## src/design/motor_speed_pi_feedforward_core_defines.svh

```systemverilog
// Assertion macros shared by the speed controller RTL.
// Each macro expects signals named clk and rst_n in the scope where it is used.
`ifndef MOTOR_SPEED_PI_FEEDFORWARD_CORE_DEFINES_SVH
`define MOTOR_SPEED_PI_FEEDFORWARD_CORE_DEFINES_SVH
`ifndef NO_ASSERTIONS
`define MSP_ASSERT_COND(lbl, cond, msg) \
  lbl: assert property (@(posedge clk) disable iff (!rst_n) (cond)) \
    else $error(msg);
`define MSP_ASSERT_IMPL(lbl, ante, cons, msg) \
  lbl: assert property (@(posedge clk) disable iff (!rst_n) (ante) |-> (cons)) \
    else $error(msg);
`define MSP_ASSERT_NEXT(lbl, ante, cons, msg) \
  lbl: assert property (@(posedge clk) disable iff (!rst_n) (ante) |=> (cons)) \
    else $error(msg);
`else
`define MSP_ASSERT_COND(lbl, cond, msg)
`define MSP_ASSERT_IMPL(lbl, ante, cons, msg)
`define MSP_ASSERT_NEXT(lbl, ante, cons, msg)
`endif
`endif

```

## src/design/msp_pkg.sv

```systemverilog
// Types, constants and the microcode program of the motor speed controller.
// Used by the interfaces, the sequencer, the datapath and the top level.
package msp_pkg;

  // Field and register widths.
  localparam int CNT_W      = 16;
  localparam int DUTY_W     = 10;
  localparam int GAIN_W     = 16;
  localparam int RPC_W      = 24;
  localparam int CFG_IDX_W  = 3;
  localparam int CFG_DATA_W = 24;

  // Datapath widths.
  localparam int MUL_A_W = 39;
  localparam int PROD_W  = 64;
  localparam int MEAS_W  = 40;
  localparam int TGT_W   = 33;
  localparam int DIF_W   = 42;
  localparam int ERR_W   = 38;
  localparam int DIFF_W  = 39;
  localparam int ACC_W   = 58;
  localparam int T_W     = 46;

  // Register indexes.
  localparam logic [CFG_IDX_W-1:0] CFG_DRIVE_ENABLE    = 3'd0;
  localparam logic [CFG_IDX_W-1:0] CFG_TARGET_RPM      = 3'd1;
  localparam logic [CFG_IDX_W-1:0] CFG_GEAR_RATIO      = 3'd2;
  localparam logic [CFG_IDX_W-1:0] CFG_KP_GAIN         = 3'd3;
  localparam logic [CFG_IDX_W-1:0] CFG_KI_TIMES_PERIOD = 3'd4;
  localparam logic [CFG_IDX_W-1:0] CFG_KD_OVER_PERIOD  = 3'd5;
  localparam logic [CFG_IDX_W-1:0] CFG_FF_GAIN         = 3'd6;
  localparam logic [CFG_IDX_W-1:0] CFG_RPM_PER_COUNT   = 3'd7;

  // Register reset values.
  localparam logic [GAIN_W-1:0] GEAR_RATIO_RST = 16'd33536;
  localparam logic [GAIN_W-1:0] KP_GAIN_RST    = 16'd1966;
  localparam logic [GAIN_W-1:0] KI_RST         = 16'd131;
  localparam logic [GAIN_W-1:0] KD_RST         = 16'd0;
  localparam logic [GAIN_W-1:0] FF_GAIN_RST    = 16'd7449;
  localparam logic [RPC_W-1:0]  RPC_RST        = 24'd3072000;

  // Program addresses.
  localparam int STEP_W = 4;
  localparam logic [STEP_W-1:0] STEP_IDLE     = 4'd0;
  localparam logic [STEP_W-1:0] STEP_MEAS_MUL = 4'd1;
  localparam logic [STEP_W-1:0] STEP_TGT_MUL  = 4'd2;
  localparam logic [STEP_W-1:0] STEP_ERR      = 4'd3;
  localparam logic [STEP_W-1:0] STEP_KI_MUL   = 4'd4;
  localparam logic [STEP_W-1:0] STEP_INT_ADD  = 4'd5;
  localparam logic [STEP_W-1:0] STEP_INT_SAT  = 4'd6;
  localparam logic [STEP_W-1:0] STEP_KD_MUL   = 4'd7;
  localparam logic [STEP_W-1:0] STEP_KD_ADD   = 4'd8;
  localparam logic [STEP_W-1:0] STEP_DRV_SUM  = 4'd9;
  localparam logic [STEP_W-1:0] STEP_DRV_SAT  = 4'd10;
  localparam logic [STEP_W-1:0] STEP_OUTPUT   = 4'd11;
  localparam logic [STEP_W-1:0] STEP_CLEAR    = 4'd12;
  localparam logic [STEP_W-1:0] STEP_LAST     = STEP_CLEAR;

  typedef enum logic [2:0] {
    MUL_NONE,
    MUL_CNT_RPC,
    MUL_TGT_GEAR,
    MUL_KI_ERR,
    MUL_FF_TGT,
    MUL_KP_ERR,
    MUL_KD_DIFF
  } mul_sel_t;

  typedef enum logic [1:0] {
    ACC_HOLD,
    ACC_LOAD,
    ACC_ADD
  } acc_op_t;

  typedef enum logic [3:0] {
    OP_NOP,
    OP_MEAS,
    OP_ERR,
    OP_DIFF,
    OP_INT_ADD,
    OP_INT_SAT,
    OP_DRV_SUM,
    OP_DRV_SAT,
    OP_OUTPUT,
    OP_CLEAR
  } reg_op_t;

  typedef enum logic [2:0] {
    JMP_NEXT,
    JMP_WAIT_IN,
    JMP_IF_OFF,
    JMP_ALWAYS,
    JMP_WAIT_OUT
  } jmp_op_t;

  typedef struct packed {
    mul_sel_t            mul_sel;
    acc_op_t             acc_op;
    reg_op_t             reg_op;
    jmp_op_t             jmp_op;
    logic [STEP_W-1:0]   target;
  } uword_t;

  typedef struct packed {
    logic in_valid;
    logic enable;
    logic out_free;
  } status_t;

  // Control store. Products are registered out of the shared multiplier,
  // so a step that uses a product takes the one whose operands were
  // selected by the step before it.
  function automatic uword_t ucode(input logic [STEP_W-1:0] step);
    uword_t w;
    w = '{mul_sel: MUL_NONE, acc_op: ACC_HOLD, reg_op: OP_NOP,
          jmp_op: JMP_NEXT, target: STEP_IDLE};
    unique case (step)
      STEP_IDLE: begin
        w.jmp_op = JMP_WAIT_IN;
      end
      STEP_MEAS_MUL: begin
        w.mul_sel = MUL_CNT_RPC;
        w.jmp_op  = JMP_IF_OFF;
        w.target  = STEP_CLEAR;
      end
      STEP_TGT_MUL: begin
        w.mul_sel = MUL_TGT_GEAR;
        w.reg_op  = OP_MEAS;
      end
      STEP_ERR: begin
        w.reg_op = OP_ERR;
      end
      STEP_KI_MUL: begin
        w.mul_sel = MUL_KI_ERR;
        w.reg_op  = OP_DIFF;
      end
      STEP_INT_ADD: begin
        w.mul_sel = MUL_FF_TGT;
        w.reg_op  = OP_INT_ADD;
      end
      STEP_INT_SAT: begin
        w.mul_sel = MUL_KP_ERR;
        w.reg_op  = OP_INT_SAT;
        w.acc_op  = ACC_LOAD;
      end
      STEP_KD_MUL: begin
        w.mul_sel = MUL_KD_DIFF;
        w.acc_op  = ACC_ADD;
      end
      STEP_KD_ADD: begin
        w.acc_op = ACC_ADD;
      end
      STEP_DRV_SUM: begin
        w.reg_op = OP_DRV_SUM;
      end
      STEP_DRV_SAT: begin
        w.reg_op = OP_DRV_SAT;
      end
      STEP_OUTPUT: begin
        w.reg_op = OP_OUTPUT;
        w.jmp_op = JMP_WAIT_OUT;
        w.target = STEP_IDLE;
      end
      STEP_CLEAR: begin
        w.reg_op = OP_CLEAR;
        w.jmp_op = JMP_ALWAYS;
        w.target = STEP_OUTPUT;
      end
      default: begin
        w.jmp_op = JMP_ALWAYS;
        w.target = STEP_IDLE;
      end
    endcase
    return w;
  endfunction

endpackage

```

## src/design/msp_if.sv

```systemverilog
// Stream interfaces for the encoder tick input and the bridge duty result.
// Widths come from msp_pkg.
interface msp_in_if;
  logic                              valid;
  logic                              ready;
  logic signed [msp_pkg::CNT_W-1:0]  encoder_count;

  modport source (output valid, output encoder_count, input ready);
  modport sink (input valid, input encoder_count, output ready);
endinterface

interface msp_out_if;
  logic                        valid;
  logic                        ready;
  logic [msp_pkg::DUTY_W-1:0]  duty_forward;
  logic [msp_pkg::DUTY_W-1:0]  duty_reverse;

  modport source (output valid, output duty_forward, output duty_reverse, input ready);
  modport sink (input valid, input duty_forward, input duty_reverse, output ready);
endinterface

```

## src/design/msp_sequencer.sv

```systemverilog
// Step counter and jump logic that walks the microcode program in msp_pkg.
// Depends on msp_pkg and the assertion macros header.
`include "motor_speed_pi_feedforward_core_defines.svh"

module msp_sequencer (
  input  logic              clk,
  input  logic              rst_n,
  input  msp_pkg::status_t  st,
  output msp_pkg::uword_t   uw,
  output logic              in_ready
);

  logic [msp_pkg::STEP_W-1:0] step_r;
  logic [msp_pkg::STEP_W-1:0] step_nxt;
  logic [msp_pkg::STEP_W-1:0] step_inc;

  assign uw       = msp_pkg::ucode(step_r);
  assign step_inc = step_r + msp_pkg::STEP_W'(1);
  assign in_ready = (uw.jmp_op == msp_pkg::JMP_WAIT_IN);

  always_comb begin
    unique case (uw.jmp_op)
      msp_pkg::JMP_NEXT:     step_nxt = step_inc;
      msp_pkg::JMP_WAIT_IN:  step_nxt = st.in_valid ? step_inc : step_r;
      msp_pkg::JMP_IF_OFF:   step_nxt = st.enable ? step_inc : uw.target;
      msp_pkg::JMP_ALWAYS:   step_nxt = uw.target;
      msp_pkg::JMP_WAIT_OUT: step_nxt = st.out_free ? uw.target : step_r;
      default:               step_nxt = msp_pkg::STEP_IDLE;
    endcase
  end

  always_ff @(posedge clk) begin
    if (!rst_n) begin
      step_r <= msp_pkg::STEP_IDLE;
    end else begin
      step_r <= step_nxt;
    end
  end

  `MSP_ASSERT_NEXT(a_beat_starts_run, in_ready && st.in_valid, step_r == msp_pkg::STEP_MEAS_MUL, "input beat did not start the program")
  `MSP_ASSERT_NEXT(a_off_goes_clear, (step_r == msp_pkg::STEP_MEAS_MUL) && !st.enable, step_r == msp_pkg::STEP_CLEAR, "disabled drive did not branch to the clear step")
  `MSP_ASSERT_COND(a_step_in_program, step_r <= msp_pkg::STEP_LAST, "step counter left the program")

endmodule

```

## src/design/msp_datapath.sv

```systemverilog
// Datapath of the speed controller: configuration registers, one shared
// multiplier, the Q32 accumulator, loop state and the result register.
// Depends on msp_pkg and the assertion macros header.
`include "motor_speed_pi_feedforward_core_defines.svh"

module msp_datapath #(
  parameter int DUTY_MAX    = 1023,
  parameter int COUNT_LIMIT = 30000
) (
  input  logic                                clk,
  input  logic                                rst_n,
  input  msp_pkg::uword_t                     uw,
  input  logic                                in_ready,
  input  logic                                in_valid,
  input  logic signed [msp_pkg::CNT_W-1:0]    encoder_count,
  input  logic                                out_ready,
  output logic                                out_valid,
  output logic [msp_pkg::DUTY_W-1:0]          duty_forward,
  output logic [msp_pkg::DUTY_W-1:0]          duty_reverse,
  input  logic                                cfg_we,
  input  logic [msp_pkg::CFG_IDX_W-1:0]       cfg_index,
  input  logic [msp_pkg::CFG_DATA_W-1:0]      cfg_wdata,
  output msp_pkg::status_t                    st
);

  localparam int LIM_W = $clog2(DUTY_MAX + 1) + 16;
  localparam int INT_W = LIM_W + 1;
  localparam int DS_W  = INT_W + 1;

  localparam logic signed [msp_pkg::CNT_W-1:0] CNT_HI = msp_pkg::CNT_W'(COUNT_LIMIT);
  localparam logic signed [msp_pkg::CNT_W-1:0] CNT_LO = -CNT_HI;
  localparam logic signed [msp_pkg::T_W-1:0]   LIM_T  = msp_pkg::T_W'(DUTY_MAX) << 16;
  localparam logic signed [msp_pkg::T_W-1:0]   NLIM_T = -LIM_T;
  localparam logic signed [INT_W-1:0]          LIM_I  = INT_W'(LIM_T);
  localparam logic signed [msp_pkg::DIF_W-1:0] ERR_HI =
    (msp_pkg::DIF_W'(1) <<< (msp_pkg::ERR_W - 1)) - msp_pkg::DIF_W'(1);
  localparam logic signed [msp_pkg::DIF_W-1:0] ERR_LO = -ERR_HI;

  // Configuration registers.
  logic                               enable_r;
  logic signed [msp_pkg::CNT_W-1:0]   tgt_cfg_r;
  logic [msp_pkg::GAIN_W-1:0]         gear_r;
  logic [msp_pkg::GAIN_W-1:0]         kp_r;
  logic [msp_pkg::GAIN_W-1:0]         ki_r;
  logic [msp_pkg::GAIN_W-1:0]         kd_r;
  logic [msp_pkg::GAIN_W-1:0]         ff_r;
  logic [msp_pkg::RPC_W-1:0]          rpc_r;

  // Working registers.
  logic signed [msp_pkg::CNT_W-1:0]   cnt_r;
  logic signed [msp_pkg::PROD_W-1:0]  prod_r;
  logic signed [msp_pkg::MEAS_W-1:0]  meas_r;
  logic signed [msp_pkg::TGT_W-1:0]   tgt_r;
  logic signed [msp_pkg::ERR_W-1:0]   err_r;
  logic signed [msp_pkg::ERR_W-1:0]   prev_r;
  logic signed [msp_pkg::DIFF_W-1:0]  diff_r;
  logic signed [msp_pkg::ACC_W-1:0]   acc_r;
  logic signed [msp_pkg::T_W-1:0]     t_r;
  logic signed [INT_W-1:0]            int_r;
  logic signed [INT_W-1:0]            drv_r;
  logic                               out_valid_r;
  logic                               out_valid_nxt;
  logic [msp_pkg::DUTY_W-1:0]         fwd_r;
  logic [msp_pkg::DUTY_W-1:0]         rev_r;

  logic                               in_fire;
  logic                               out_free;
  logic signed [msp_pkg::CNT_W-1:0]   cnt_sat;
  logic signed [msp_pkg::MUL_A_W-1:0] mul_a;
  logic signed [msp_pkg::GAIN_W:0]    mul_b;
  logic signed [msp_pkg::PROD_W-1:0]  prod;
  logic signed [msp_pkg::PROD_W-1:0]  prod_rnd;
  logic signed [msp_pkg::TGT_W-1:0]   prod_tgt;
  logic signed [msp_pkg::DIF_W-1:0]   err_raw;
  logic signed [msp_pkg::DIF_W-1:0]   err_sat;
  logic signed [msp_pkg::ACC_W-1:0]   acc_rnd;
  logic signed [msp_pkg::T_W-1:0]     t_sat;
  logic signed [INT_W-1:0]            mag;
  logic [DS_W-1:0]                    duty_sum;
  logic [msp_pkg::DUTY_W-1:0]         duty;

  assign in_fire  = in_ready && in_valid;
  assign out_free = !out_valid_r || out_ready;
  assign st       = '{in_valid: in_valid, enable: enable_r, out_free: out_free};

  always_ff @(posedge clk) begin
    if (!rst_n) begin
      enable_r  <= 1'b0;
      tgt_cfg_r <= '0;
      gear_r    <= msp_pkg::GEAR_RATIO_RST;
      kp_r      <= msp_pkg::KP_GAIN_RST;
      ki_r      <= msp_pkg::KI_RST;
      kd_r      <= msp_pkg::KD_RST;
      ff_r      <= msp_pkg::FF_GAIN_RST;
      rpc_r     <= msp_pkg::RPC_RST;
    end else if (cfg_we) begin
      unique case (cfg_index)
        msp_pkg::CFG_DRIVE_ENABLE:    enable_r  <= cfg_wdata[0];
        msp_pkg::CFG_TARGET_RPM:      tgt_cfg_r <= $signed(cfg_wdata[msp_pkg::CNT_W-1:0]);
        msp_pkg::CFG_GEAR_RATIO:      gear_r    <= cfg_wdata[msp_pkg::GAIN_W-1:0];
        msp_pkg::CFG_KP_GAIN:         kp_r      <= cfg_wdata[msp_pkg::GAIN_W-1:0];
        msp_pkg::CFG_KI_TIMES_PERIOD: ki_r      <= cfg_wdata[msp_pkg::GAIN_W-1:0];
        msp_pkg::CFG_KD_OVER_PERIOD:  kd_r      <= cfg_wdata[msp_pkg::GAIN_W-1:0];
        msp_pkg::CFG_FF_GAIN:         ff_r      <= cfg_wdata[msp_pkg::GAIN_W-1:0];
        msp_pkg::CFG_RPM_PER_COUNT:   rpc_r     <= cfg_wdata[msp_pkg::RPC_W-1:0];
        default: ;
      endcase
    end
  end

  always_comb begin
    if (encoder_count > CNT_HI) begin
      cnt_sat = CNT_HI;
    end else if (encoder_count < CNT_LO) begin
      cnt_sat = CNT_LO;
    end else begin
      cnt_sat = encoder_count;
    end
  end

  // Operand select for the shared multiplier: a wide signed operand times a
  // 17-bit signed one. For the speed product the 24-bit scale goes on the
  // wide side so that the narrow side only ever needs 17 bits.
  always_comb begin
    unique case (uw.mul_sel)
      msp_pkg::MUL_CNT_RPC: begin
        mul_a = msp_pkg::MUL_A_W'($signed({1'b0, rpc_r}));
        mul_b = $signed({cnt_r[msp_pkg::CNT_W-1], cnt_r});
      end
      msp_pkg::MUL_TGT_GEAR: begin
        mul_a = msp_pkg::MUL_A_W'(tgt_cfg_r);
        mul_b = $signed({1'b0, gear_r});
      end
      msp_pkg::MUL_KI_ERR: begin
        mul_a = msp_pkg::MUL_A_W'(err_r);
        mul_b = $signed({1'b0, ki_r});
      end
      msp_pkg::MUL_FF_TGT: begin
        mul_a = msp_pkg::MUL_A_W'(tgt_r);
        mul_b = $signed({1'b0, ff_r});
      end
      msp_pkg::MUL_KP_ERR: begin
        mul_a = msp_pkg::MUL_A_W'(err_r);
        mul_b = $signed({1'b0, kp_r});
      end
      msp_pkg::MUL_KD_DIFF: begin
        mul_a = diff_r;
        mul_b = $signed({1'b0, kd_r});
      end
      default: begin
        mul_a = '0;
        mul_b = '0;
      end
    endcase
  end

  assign prod = mul_a * mul_b;

  // Rounding to Q16 is add half then arithmetic shift (floor).
  assign prod_rnd = prod_r + msp_pkg::PROD_W'(32768);
  assign acc_rnd  = acc_r + msp_pkg::ACC_W'(32768);
  assign prod_tgt = $signed(prod_r[msp_pkg::TGT_W-1:0]);
  assign err_raw  = msp_pkg::DIF_W'(prod_tgt) - msp_pkg::DIF_W'(meas_r);

  always_comb begin
    if (err_raw > ERR_HI) begin
      err_sat = ERR_HI;
    end else if (err_raw < ERR_LO) begin
      err_sat = ERR_LO;
    end else begin
      err_sat = err_raw;
    end
    if (t_r > LIM_T) begin
      t_sat = LIM_T;
    end else if (t_r < NLIM_T) begin
      t_sat = NLIM_T;
    end else begin
      t_sat = t_r;
    end
  end

  assign mag      = (drv_r < 0) ? -drv_r : drv_r;
  assign duty_sum = DS_W'($unsigned(mag)) + DS_W'(32768);
  assign duty     = duty_sum[16 +: msp_pkg::DUTY_W];

  always_ff @(posedge clk) begin
    if (in_fire) begin
      cnt_r <= cnt_sat;
    end
    if (uw.mul_sel != msp_pkg::MUL_NONE) begin
      prod_r <= prod;
    end
    case (uw.acc_op)
      msp_pkg::ACC_LOAD: acc_r <= msp_pkg::ACC_W'(prod_r);
      msp_pkg::ACC_ADD:  acc_r <= acc_r + msp_pkg::ACC_W'(prod_r);
      default: ;
    endcase
    case (uw.reg_op)
      msp_pkg::OP_MEAS: meas_r <= $signed(prod_r[msp_pkg::MEAS_W-1:0]);
      msp_pkg::OP_ERR: begin
        tgt_r <= prod_tgt;
        err_r <= msp_pkg::ERR_W'(err_sat);
      end
      msp_pkg::OP_DIFF: diff_r <= msp_pkg::DIFF_W'(err_r) - msp_pkg::DIFF_W'(prev_r);
      msp_pkg::OP_INT_ADD: begin
        t_r <= msp_pkg::T_W'(prod_rnd >>> 16) + msp_pkg::T_W'(int_r);
      end
      msp_pkg::OP_DRV_SUM: begin
        t_r <= msp_pkg::T_W'(acc_rnd >>> 16) + msp_pkg::T_W'(int_r);
      end
      msp_pkg::OP_DRV_SAT: drv_r <= INT_W'(t_sat);
      msp_pkg::OP_CLEAR:   drv_r <= '0;
      default: ;
    endcase
    if ((uw.reg_op == msp_pkg::OP_OUTPUT) && out_free) begin
      // Zero drive counts as forward; both duties are then zero anyway.
      fwd_r <= (drv_r < 0) ? '0 : duty;
      rev_r <= (drv_r < 0) ? duty : '0;
    end
  end

  // Loop state that the controller keeps from tick to tick.
  always_ff @(posedge clk) begin
    if (!rst_n) begin
      int_r  <= '0;
      prev_r <= '0;
    end else begin
      case (uw.reg_op)
        msp_pkg::OP_DIFF:    prev_r <= err_r;
        msp_pkg::OP_INT_SAT: int_r  <= INT_W'(t_sat);
        msp_pkg::OP_CLEAR: begin
          int_r  <= '0;
          prev_r <= '0;
        end
        default: ;
      endcase
    end
  end

  always_comb begin
    out_valid_nxt = out_valid_r && !out_ready;
    if ((uw.reg_op == msp_pkg::OP_OUTPUT) && out_free) begin
      out_valid_nxt = 1'b1;
    end
  end

  always_ff @(posedge clk) begin
    if (!rst_n) begin
      out_valid_r <= 1'b0;
    end else begin
      out_valid_r <= out_valid_nxt;
    end
  end

  assign out_valid    = out_valid_r;
  assign duty_forward = fwd_r;
  assign duty_reverse = rev_r;

  `MSP_ASSERT_IMPL(a_one_bridge_side, out_valid_r, (fwd_r == '0) || (rev_r == '0), "both bridge duties are nonzero")
  `MSP_ASSERT_COND(a_integral_bound, (int_r <= LIM_I) && (int_r >= -LIM_I), "integral left its clamp range")
  `MSP_ASSERT_NEXT(a_result_held, (uw.reg_op == msp_pkg::OP_OUTPUT) && !out_free, $stable(fwd_r) && $stable(rev_r), "pending result was overwritten")

endmodule

```

## src/design/motor_speed_pi_feedforward_core.sv

```systemverilog
// Top level of the motor speed controller with feedforward.
// Depends on msp_pkg, msp_if, msp_sequencer and msp_datapath.
//
// One encoder tick beat in gives one duty beat out. With the drive enabled
// the program steps through six products on a single shared 39 x 17
// multiplier, the integral and drive clamps, and the output step. With the
// drive disabled a tick clears the integral, the previous error and the
// drive, then goes to the output step. The finished duties wait in an
// output register, so the next beat is taken while a result is still
// pending; the program only holds at its output step when that register is
// still full. There is no clearing pass after reset.
// Configuration writes are applied at once and are meant to be issued
// while no tick is in flight.
module motor_speed_pi_feedforward_core #(
  parameter int DUTY_MAX    = 1023,
  parameter int COUNT_LIMIT = 30000
) (
  input  logic                            clk,
  input  logic                            rst_n,
  msp_in_if.sink                          in_ch,
  msp_out_if.source                       out_ch,
  input  logic                            cfg_we,
  input  logic [msp_pkg::CFG_IDX_W-1:0]   cfg_index,
  input  logic [msp_pkg::CFG_DATA_W-1:0]  cfg_wdata
);

  msp_pkg::uword_t  uw;
  msp_pkg::status_t st;
  logic             in_ready;

  msp_sequencer u_seq (
    .clk      (clk),
    .rst_n    (rst_n),
    .st       (st),
    .uw       (uw),
    .in_ready (in_ready)
  );

  msp_datapath #(
    .DUTY_MAX    (DUTY_MAX),
    .COUNT_LIMIT (COUNT_LIMIT)
  ) u_dp (
    .clk           (clk),
    .rst_n         (rst_n),
    .uw            (uw),
    .in_ready      (in_ready),
    .in_valid      (in_ch.valid),
    .encoder_count (in_ch.encoder_count),
    .out_ready     (out_ch.ready),
    .out_valid     (out_ch.valid),
    .duty_forward  (out_ch.duty_forward),
    .duty_reverse  (out_ch.duty_reverse),
    .cfg_we        (cfg_we),
    .cfg_index     (cfg_index),
    .cfg_wdata     (cfg_wdata),
    .st            (st)
  );

  assign in_ch.ready = in_ready;

endmodule
```

## src/flat_wrapper.sv

```systemverilog
// flat-port wrapper written by rule: the top's interface ports become plain ports
module motor_speed_pi_feedforward_core_flat 
#(
  parameter int DUTY_MAX    = 1023,
  parameter int COUNT_LIMIT = 30000
)
  (clk, rst_n, cfg_we, cfg_index, cfg_wdata, in_ch_valid, in_ch_encoder_count, in_ch_ready, out_ch_valid, out_ch_duty_forward, out_ch_duty_reverse, out_ch_ready);
  msp_in_if in_ch_i ();
  msp_out_if out_ch_i ();
  input  logic clk;
  input  logic rst_n;
  input  logic cfg_we;
  input  logic [msp_pkg::CFG_IDX_W-1:0] cfg_index;
  input  logic [msp_pkg::CFG_DATA_W-1:0] cfg_wdata;
  input wire logic [$bits(in_ch_i.valid)-1:0] in_ch_valid;
  input wire logic [$bits(in_ch_i.encoder_count)-1:0] in_ch_encoder_count;
  output wire logic [$bits(in_ch_i.ready)-1:0] in_ch_ready;
  output wire logic [$bits(out_ch_i.valid)-1:0] out_ch_valid;
  output wire logic [$bits(out_ch_i.duty_forward)-1:0] out_ch_duty_forward;
  output wire logic [$bits(out_ch_i.duty_reverse)-1:0] out_ch_duty_reverse;
  input wire logic [$bits(out_ch_i.ready)-1:0] out_ch_ready;
  assign in_ch_i.valid = in_ch_valid;
  assign in_ch_i.encoder_count = in_ch_encoder_count;
  assign in_ch_ready = in_ch_i.ready;
  assign out_ch_valid = out_ch_i.valid;
  assign out_ch_duty_forward = out_ch_i.duty_forward;
  assign out_ch_duty_reverse = out_ch_i.duty_reverse;
  assign out_ch_i.ready = out_ch_ready;
  motor_speed_pi_feedforward_core #(.DUTY_MAX(DUTY_MAX), .COUNT_LIMIT(COUNT_LIMIT)) u_core (.clk(clk), .rst_n(rst_n), .in_ch(in_ch_i), .out_ch(out_ch_i), .cfg_we(cfg_we), .cfg_index(cfg_index), .cfg_wdata(cfg_wdata));
endmodule
```

## config.mk

```make
export PLATFORM = sky130hd
export DESIGN_NAME = motor_speed_pi_feedforward_core_flat
export DESIGN_NICKNAME = d
export VERILOG_FILES = /design/src/design/msp_pkg.sv /design/src/design/msp_if.sv /design/src/design/msp_sequencer.sv /design/src/design/msp_datapath.sv /design/src/design/motor_speed_pi_feedforward_core.sv /design/src/flat_wrapper.sv
export VERILOG_INCLUDE_DIRS = /design/src /design/src/design
export SDC_FILE = /design/constraint.sdc
export NUM_CORES = 2
export LEC_CHECK = 0
export ABC_AREA = 0
export BUFFER_PORTS_ARGS = -buffer_cell sky130_fd_sc_hd__buf_2
export CAP_MARGIN = 40
export CORE_UTILIZATION = 55
export DETAILED_ROUTE_END_ITERATION = 10
export PLACE_DENSITY = 0.72
export SYNTH_ARGS = -nofsm -noshare
export SYNTH_HDL_FRONTEND = slang
export SYNTH_HIERARCHICAL = 1
export SYNTH_SLANG_ARGS = --single-unit
```

## constraint.sdc

```tcl
create_clock -name clk -period 21 [get_ports clk]
set_input_delay 1.05 -clock clk [delete_from_list [all_inputs] [get_ports clk]]
set_output_delay 1.05 -clock clk [all_outputs]
set_load 0.005 [all_outputs]
```

# Yosys cells after proc, flatten, opt, wreduce, memory -nomap -nowiden
# Cells that the tools add are included.
dict set report op_classes {
  reduce_logical 29
  order_cmp 7
  eq_ne 42
  n_mul 1
  n_mux 22
  addsub 10
}
# operator count
set ops {}
lappend ops {{39-bit case mux with 5 select lines} 1}
lappend ops {{58-bit case mux with 2 select lines} 1}
lappend ops {{27-bit case mux with 2 select lines} 2}
lappend ops {{17-bit case mux with 6 select lines} 1}
lappend ops {{46-bit case mux with 2 select lines} 1}
lappend ops {{38-bit case mux with 2 select lines} 1}
lappend ops {{58-bit by 17-bit adder with 58-bit output (second input constant)} 1}
lappend ops {{58-bit by 56-bit adder with 58-bit output} 1}
lappend ops {{56-bit by 17-bit adder with 57-bit output (second input constant)} 1}
lappend ops {{39-bit by 17-bit multiplier with 56-bit output} 1}
lappend ops {{27-bit two-way mux} 2}
lappend ops {{46-bit by 27-bit > comparator with 1-bit output (second input constant)} 1}
lappend ops {{46-bit by 27-bit less-than comparator with 1-bit output (second input constant)} 1}
lappend ops {{42-bit by 27-bit adder with 43-bit output} 1}
lappend ops {{41-bit by 27-bit adder with 42-bit output} 1}
lappend ops {{41-bit by 38-bit > comparator with 1-bit output (second input constant)} 1}
lappend ops {{41-bit by 38-bit less-than comparator with 1-bit output (second input constant)} 1}
lappend ops {{33-bit by 40-bit subtractor with 41-bit output} 1}
lappend ops {{38-bit by 38-bit subtractor with 39-bit output} 1}
lappend ops {{38-bit two-way mux} 1}
lappend ops {{4-bit case mux with 9 select lines} 1}
lappend ops {{4-bit by 3-bit equality test with 1-bit output (second input constant)} 8}
lappend ops {{4-bit equality test (second input constant)} 7}
lappend ops {{27-bit by 1-bit less-than comparator with 1-bit output (second input constant)} 1}
lappend ops {{32 further kinds} 72}
dict set report totals {
  ff_bits 564
  word_cells 136
  in_bits 48
  output_inout_bits 22
}

# Longest topological paths before layout
dict set report depth {
  word_depth 6
  depth_mapped 38
  depth_no_buf 34
}

# By module
# The synthesis kept the hierarchy.
# module area_each_um2 n_inst cells_per_inst seq_area_each_um2
set by_module_without_submodules {}
lappend by_module_without_submodules {msp_datapath 57267.4 1 6383 14854.2}
lappend by_module_without_submodules {msp_sequencer 560.5 1 75 80.1}

# Least setup slack after synthesis
# No wires, ideal clock.
dict set report synth_path {
  path_kind {flip-flop to flip-flop}
  start {reg u_core/u_seq/step_r[2] in the netlist's numbering}
  end {reg u_core/u_dp/prod_r[52] in the netlist's numbering (data pin)}
  n_path_buf 6
  arrival_time_ps 8723
  path_stages_with_launch 34
  slack_ps 12016
  synth_period_minus_slack_ps 8984
  setup_time_ps 260
  required_ps 20740
  cell_sequence {dfxtp_1 buf_6 clkbuf_1 nor2_1 a211oi_1 and3b_1 clkbuf_1 or2_2 clkbuf_1 clkbuf_1 clkbuf_1 a221oi_1 nor2_1 fa_1 fa_1 inv_1 fa_1 inv_1 fa_1 fa_1 inv_1 fa_1 inv_1 ha_1 a21o_1 a21o_1 a221o_1 a21o_1 a211o_1 a21oi_1 o2111ai_1 a31o_2 a21oi_1 xnor2_1}
}
# item line
set synth_lines {}
lappend synth_lines {{from (decl)} msp_sequencer.sv:13} ;# logic [msp_pkg::STEP_W-1:0] step_r;
lappend synth_lines {{from (signal assigned)} msp_sequencer.sv:34} ;# step_r <= msp_pkg::STEP_IDLE;
lappend synth_lines {{from (signal assigned)} msp_sequencer.sv:36} ;# step_r <= step_nxt;
lappend synth_lines {{to (signal assigned)} msp_datapath.sv:191} ;# prod_r <= prod;
lappend synth_lines {{to (decl)} msp_datapath.sv:51} ;# logic signed [msp_pkg::PROD_W-1:0] prod_r;

==> results.md <==
- Post-CTS Hold Fix Bufs: 0
- Synth Warn #: 6
- # IOs: 70
- Number of DRC markers in iteration 0: 4707
- Slew HR: 27.0%
- Post-CTS Setup Repair Bufs: 0
- Fmax achieved: 92.8 MHz
- Finished Core Util: 59.8%
- Worst Path Max Fanout: 54
- Vias/cell: 6.03
- Actual slew at the worst max-slew pin: 1100 ps
- CTS tree: built
- Core ar.: 0.104 mm^2
- DR vias: 47400
- VDD IR max: 0.158 mV
- Die X: 326 um
- Syn Inst Count: 6452
- Total count of hold-check failures in the final report: 0
- Largest net degree at the start of global routing: 70
- Grt ovf: 0
- GP Congestion: 0.998
- CP most frequent cell: fa_1
- Port bufs: 69
- # nets final: 7449
- Antenna violations before repair: 9
- ANT nets after route: 0
- Routed WL: 176000 um
- Cell row count: 118
- Layout area overhead: 7.31%
- TritonCTS Buffers: 69
- Post-Syn Area: 0.0578 mm^2
- Syn nets: 7487
- Final period util: 51.3%
- Largest stage delay on the critical path: 850 ps
- CTS H-tree depth: 3
- PD cells: 176 mW/mm^2
- Die ar.: 0.106 mm^2
- First-pass GRT wire length: 270000 um
- Initial core utilization: 55.7%
- Crit end category: flip-flop
- Vert. Die Dim: 326 um
- Worst-path clk slew: 60 ps
- Final Setup Violations: 0
- CP arrival: 11160 ps
- Fillers: 9048
- HP Class: flip-flop to flip-flop
- Class of the most critical setup path: flip-flop to flip-flop
- Minimum clock period: 10770 ps
- Number of global-route vias before repair: 45500
- Max-slew violations: 0
- Required @ worst endpoint: 21390 ps
- Overall routing resource usage: 33.1%
- Clk_lat worst skew: 640 ps
- Met2 wire length: 75900 um
- Clock sinks: 561
- Critical-path top delay cell: and3b_1
- Longest Clk Path Bufs: 3
- Pre-Repair DR Iteration Count: 7
- DR WL/cell: 22.4 um
- Metal-1 WL: 73400 um
- HPWL after DPL: 135000 um
- Leakage: 27.4 nW
- DRC viols: 0
- Clock Skews: 23.7 ps
- CTS root buf: clkbuf_16
- Met3 WL post-DR: 17400 um
- Post_cts resized: 0
- Max Cap Viol: 0
- Setup TNS: 0 ps
- Startpoint Class: flip-flop
- RSZ-0062 raised after global routing: no
- Layout cells sized above 1: 6.01%
- Avg Synthesized Cell Area: 8.96 um^2
- Highest routed layer: met5
- Status: finished clean
flip-flops by register name (all words and copies together) (netlist names):
register / cells
u_core/u_dp/meas_r: 40
u_core/u_dp/out_valid: 1
u_core/u_dp/duty_reverse: 10
u_core/u_dp/drv_r: 27
u_core/u_dp/prev_r: 38
u_core/u_dp/kd_r: 16
u_core/u_dp/err_r: 38
u_core/u_dp/cnt_r: 16
u_core/u_dp/acc_r: 58
u_core/u_dp/t_r: 43
u_core/u_dp/rpc_r: 24
u_core/u_seq/step_r: 4
u_core/u_dp/gear_r: 16
u_core/u_dp/kp_r: 16
u_core/u_dp/int_r: 27
u_core/u_dp/prod_r: 56
u_core/u_dp/diff_r: 39
u_core/u_dp/enable_r: 1
u_core/u_dp/tgt_cfg_r: 16
u_core/u_dp/tgt_r: 33
u_core/u_dp/ff_r: 16
u_core/u_dp/ki_r: 16
u_core/u_dp/duty_forward: 10
layer usage:
layer / track usage (%) / vias to the layer above
met2: 49.3 / 2187
li1: - / 21500
met5: 0 / -
met4: 15.3 / 2
met1: 46.0 / 23300
met3: 7.18 / 386
final timing paths:
path | from | endpoint | slack [ps] | cells after the start
worst max register to register | u_core/u_seq/step_r[0] | u_core/u_dp/prod_r[54] | 10230 | 32
worst min register to register | u_core/u_dp/prev_r[3] | u_core/u_dp/prev_r[3] | 450 | 2
worst max-delay path | u_core/u_seq/step_r[0] | u_core/u_dp/prod_r[54] | 10230 | 32
worst min-delay path | u_core/u_dp/prev_r[3] | u_core/u_dp/prev_r[3] | 450 | 2
placed cells by master, fill, tap and decap left out, types with 76 or more instances in the layout:
cell / count
nand2_1: 969
inv_1: 807
fa_1: 632
nor2_1: 536
edfxtp_1: 370
ha_1: 354
a21oi_1: 341
xnor2_1: 222
dfxtp_1: 191
nand3_1: 183
o21ai_0: 172
a21o_1: 164
a21boi_0: 124
xor2_1: 119
buf_4: 88
a22oi_1: 76
power by group:
group          switching, mW  internal [mW]  total [mW]
Combinational           4.94           2.65        7.59
Sequential             0.331           1.80        2.13
Clock                  0.505          0.676        1.18
Total                   5.77           5.13        10.9
critical path, delay by kind of cell, from the launching register on:
kind / cells / cell delay [ps]
fa+ha+maj: 8 / 3640
simple gates: 8 / 2870
compound gates: 8 / 2390
buf+inv: 7 / 1110
flops: 1 / 360
xor+xnor: 1 / 80
per-stage QoR:
step	power [mW]	setup WS (ps)	cells	hold slack, ps	area (um^2)
floorplan	7.28	12020	6452	436	57800
global placement	9.41	10270	7711	441	59600
detailed placement	9.52	10410	7722	447	59800
CTS	10.8	10370	7849	455	62000
global route	11.7	9700	7858	474	62000
finish	10.9	10230	7859	452	62000
area by class of cell:
class	instances	area (um^2)	area share, %
Antenna cell	9	22.5	0.0363
Clock buffer	94	1920	3.10
Clock inverter	33	295	0.476
Inverter	812	3050	4.92
Multi-Input combinational cell	4808	39000	62.8
Sequential cell	561	14900	24.1
Tap cell	1380	1730	2.78
Timing Repair Buffer	162	1100	1.78
No activity file was read; power rests on OpenSTA's default activity.
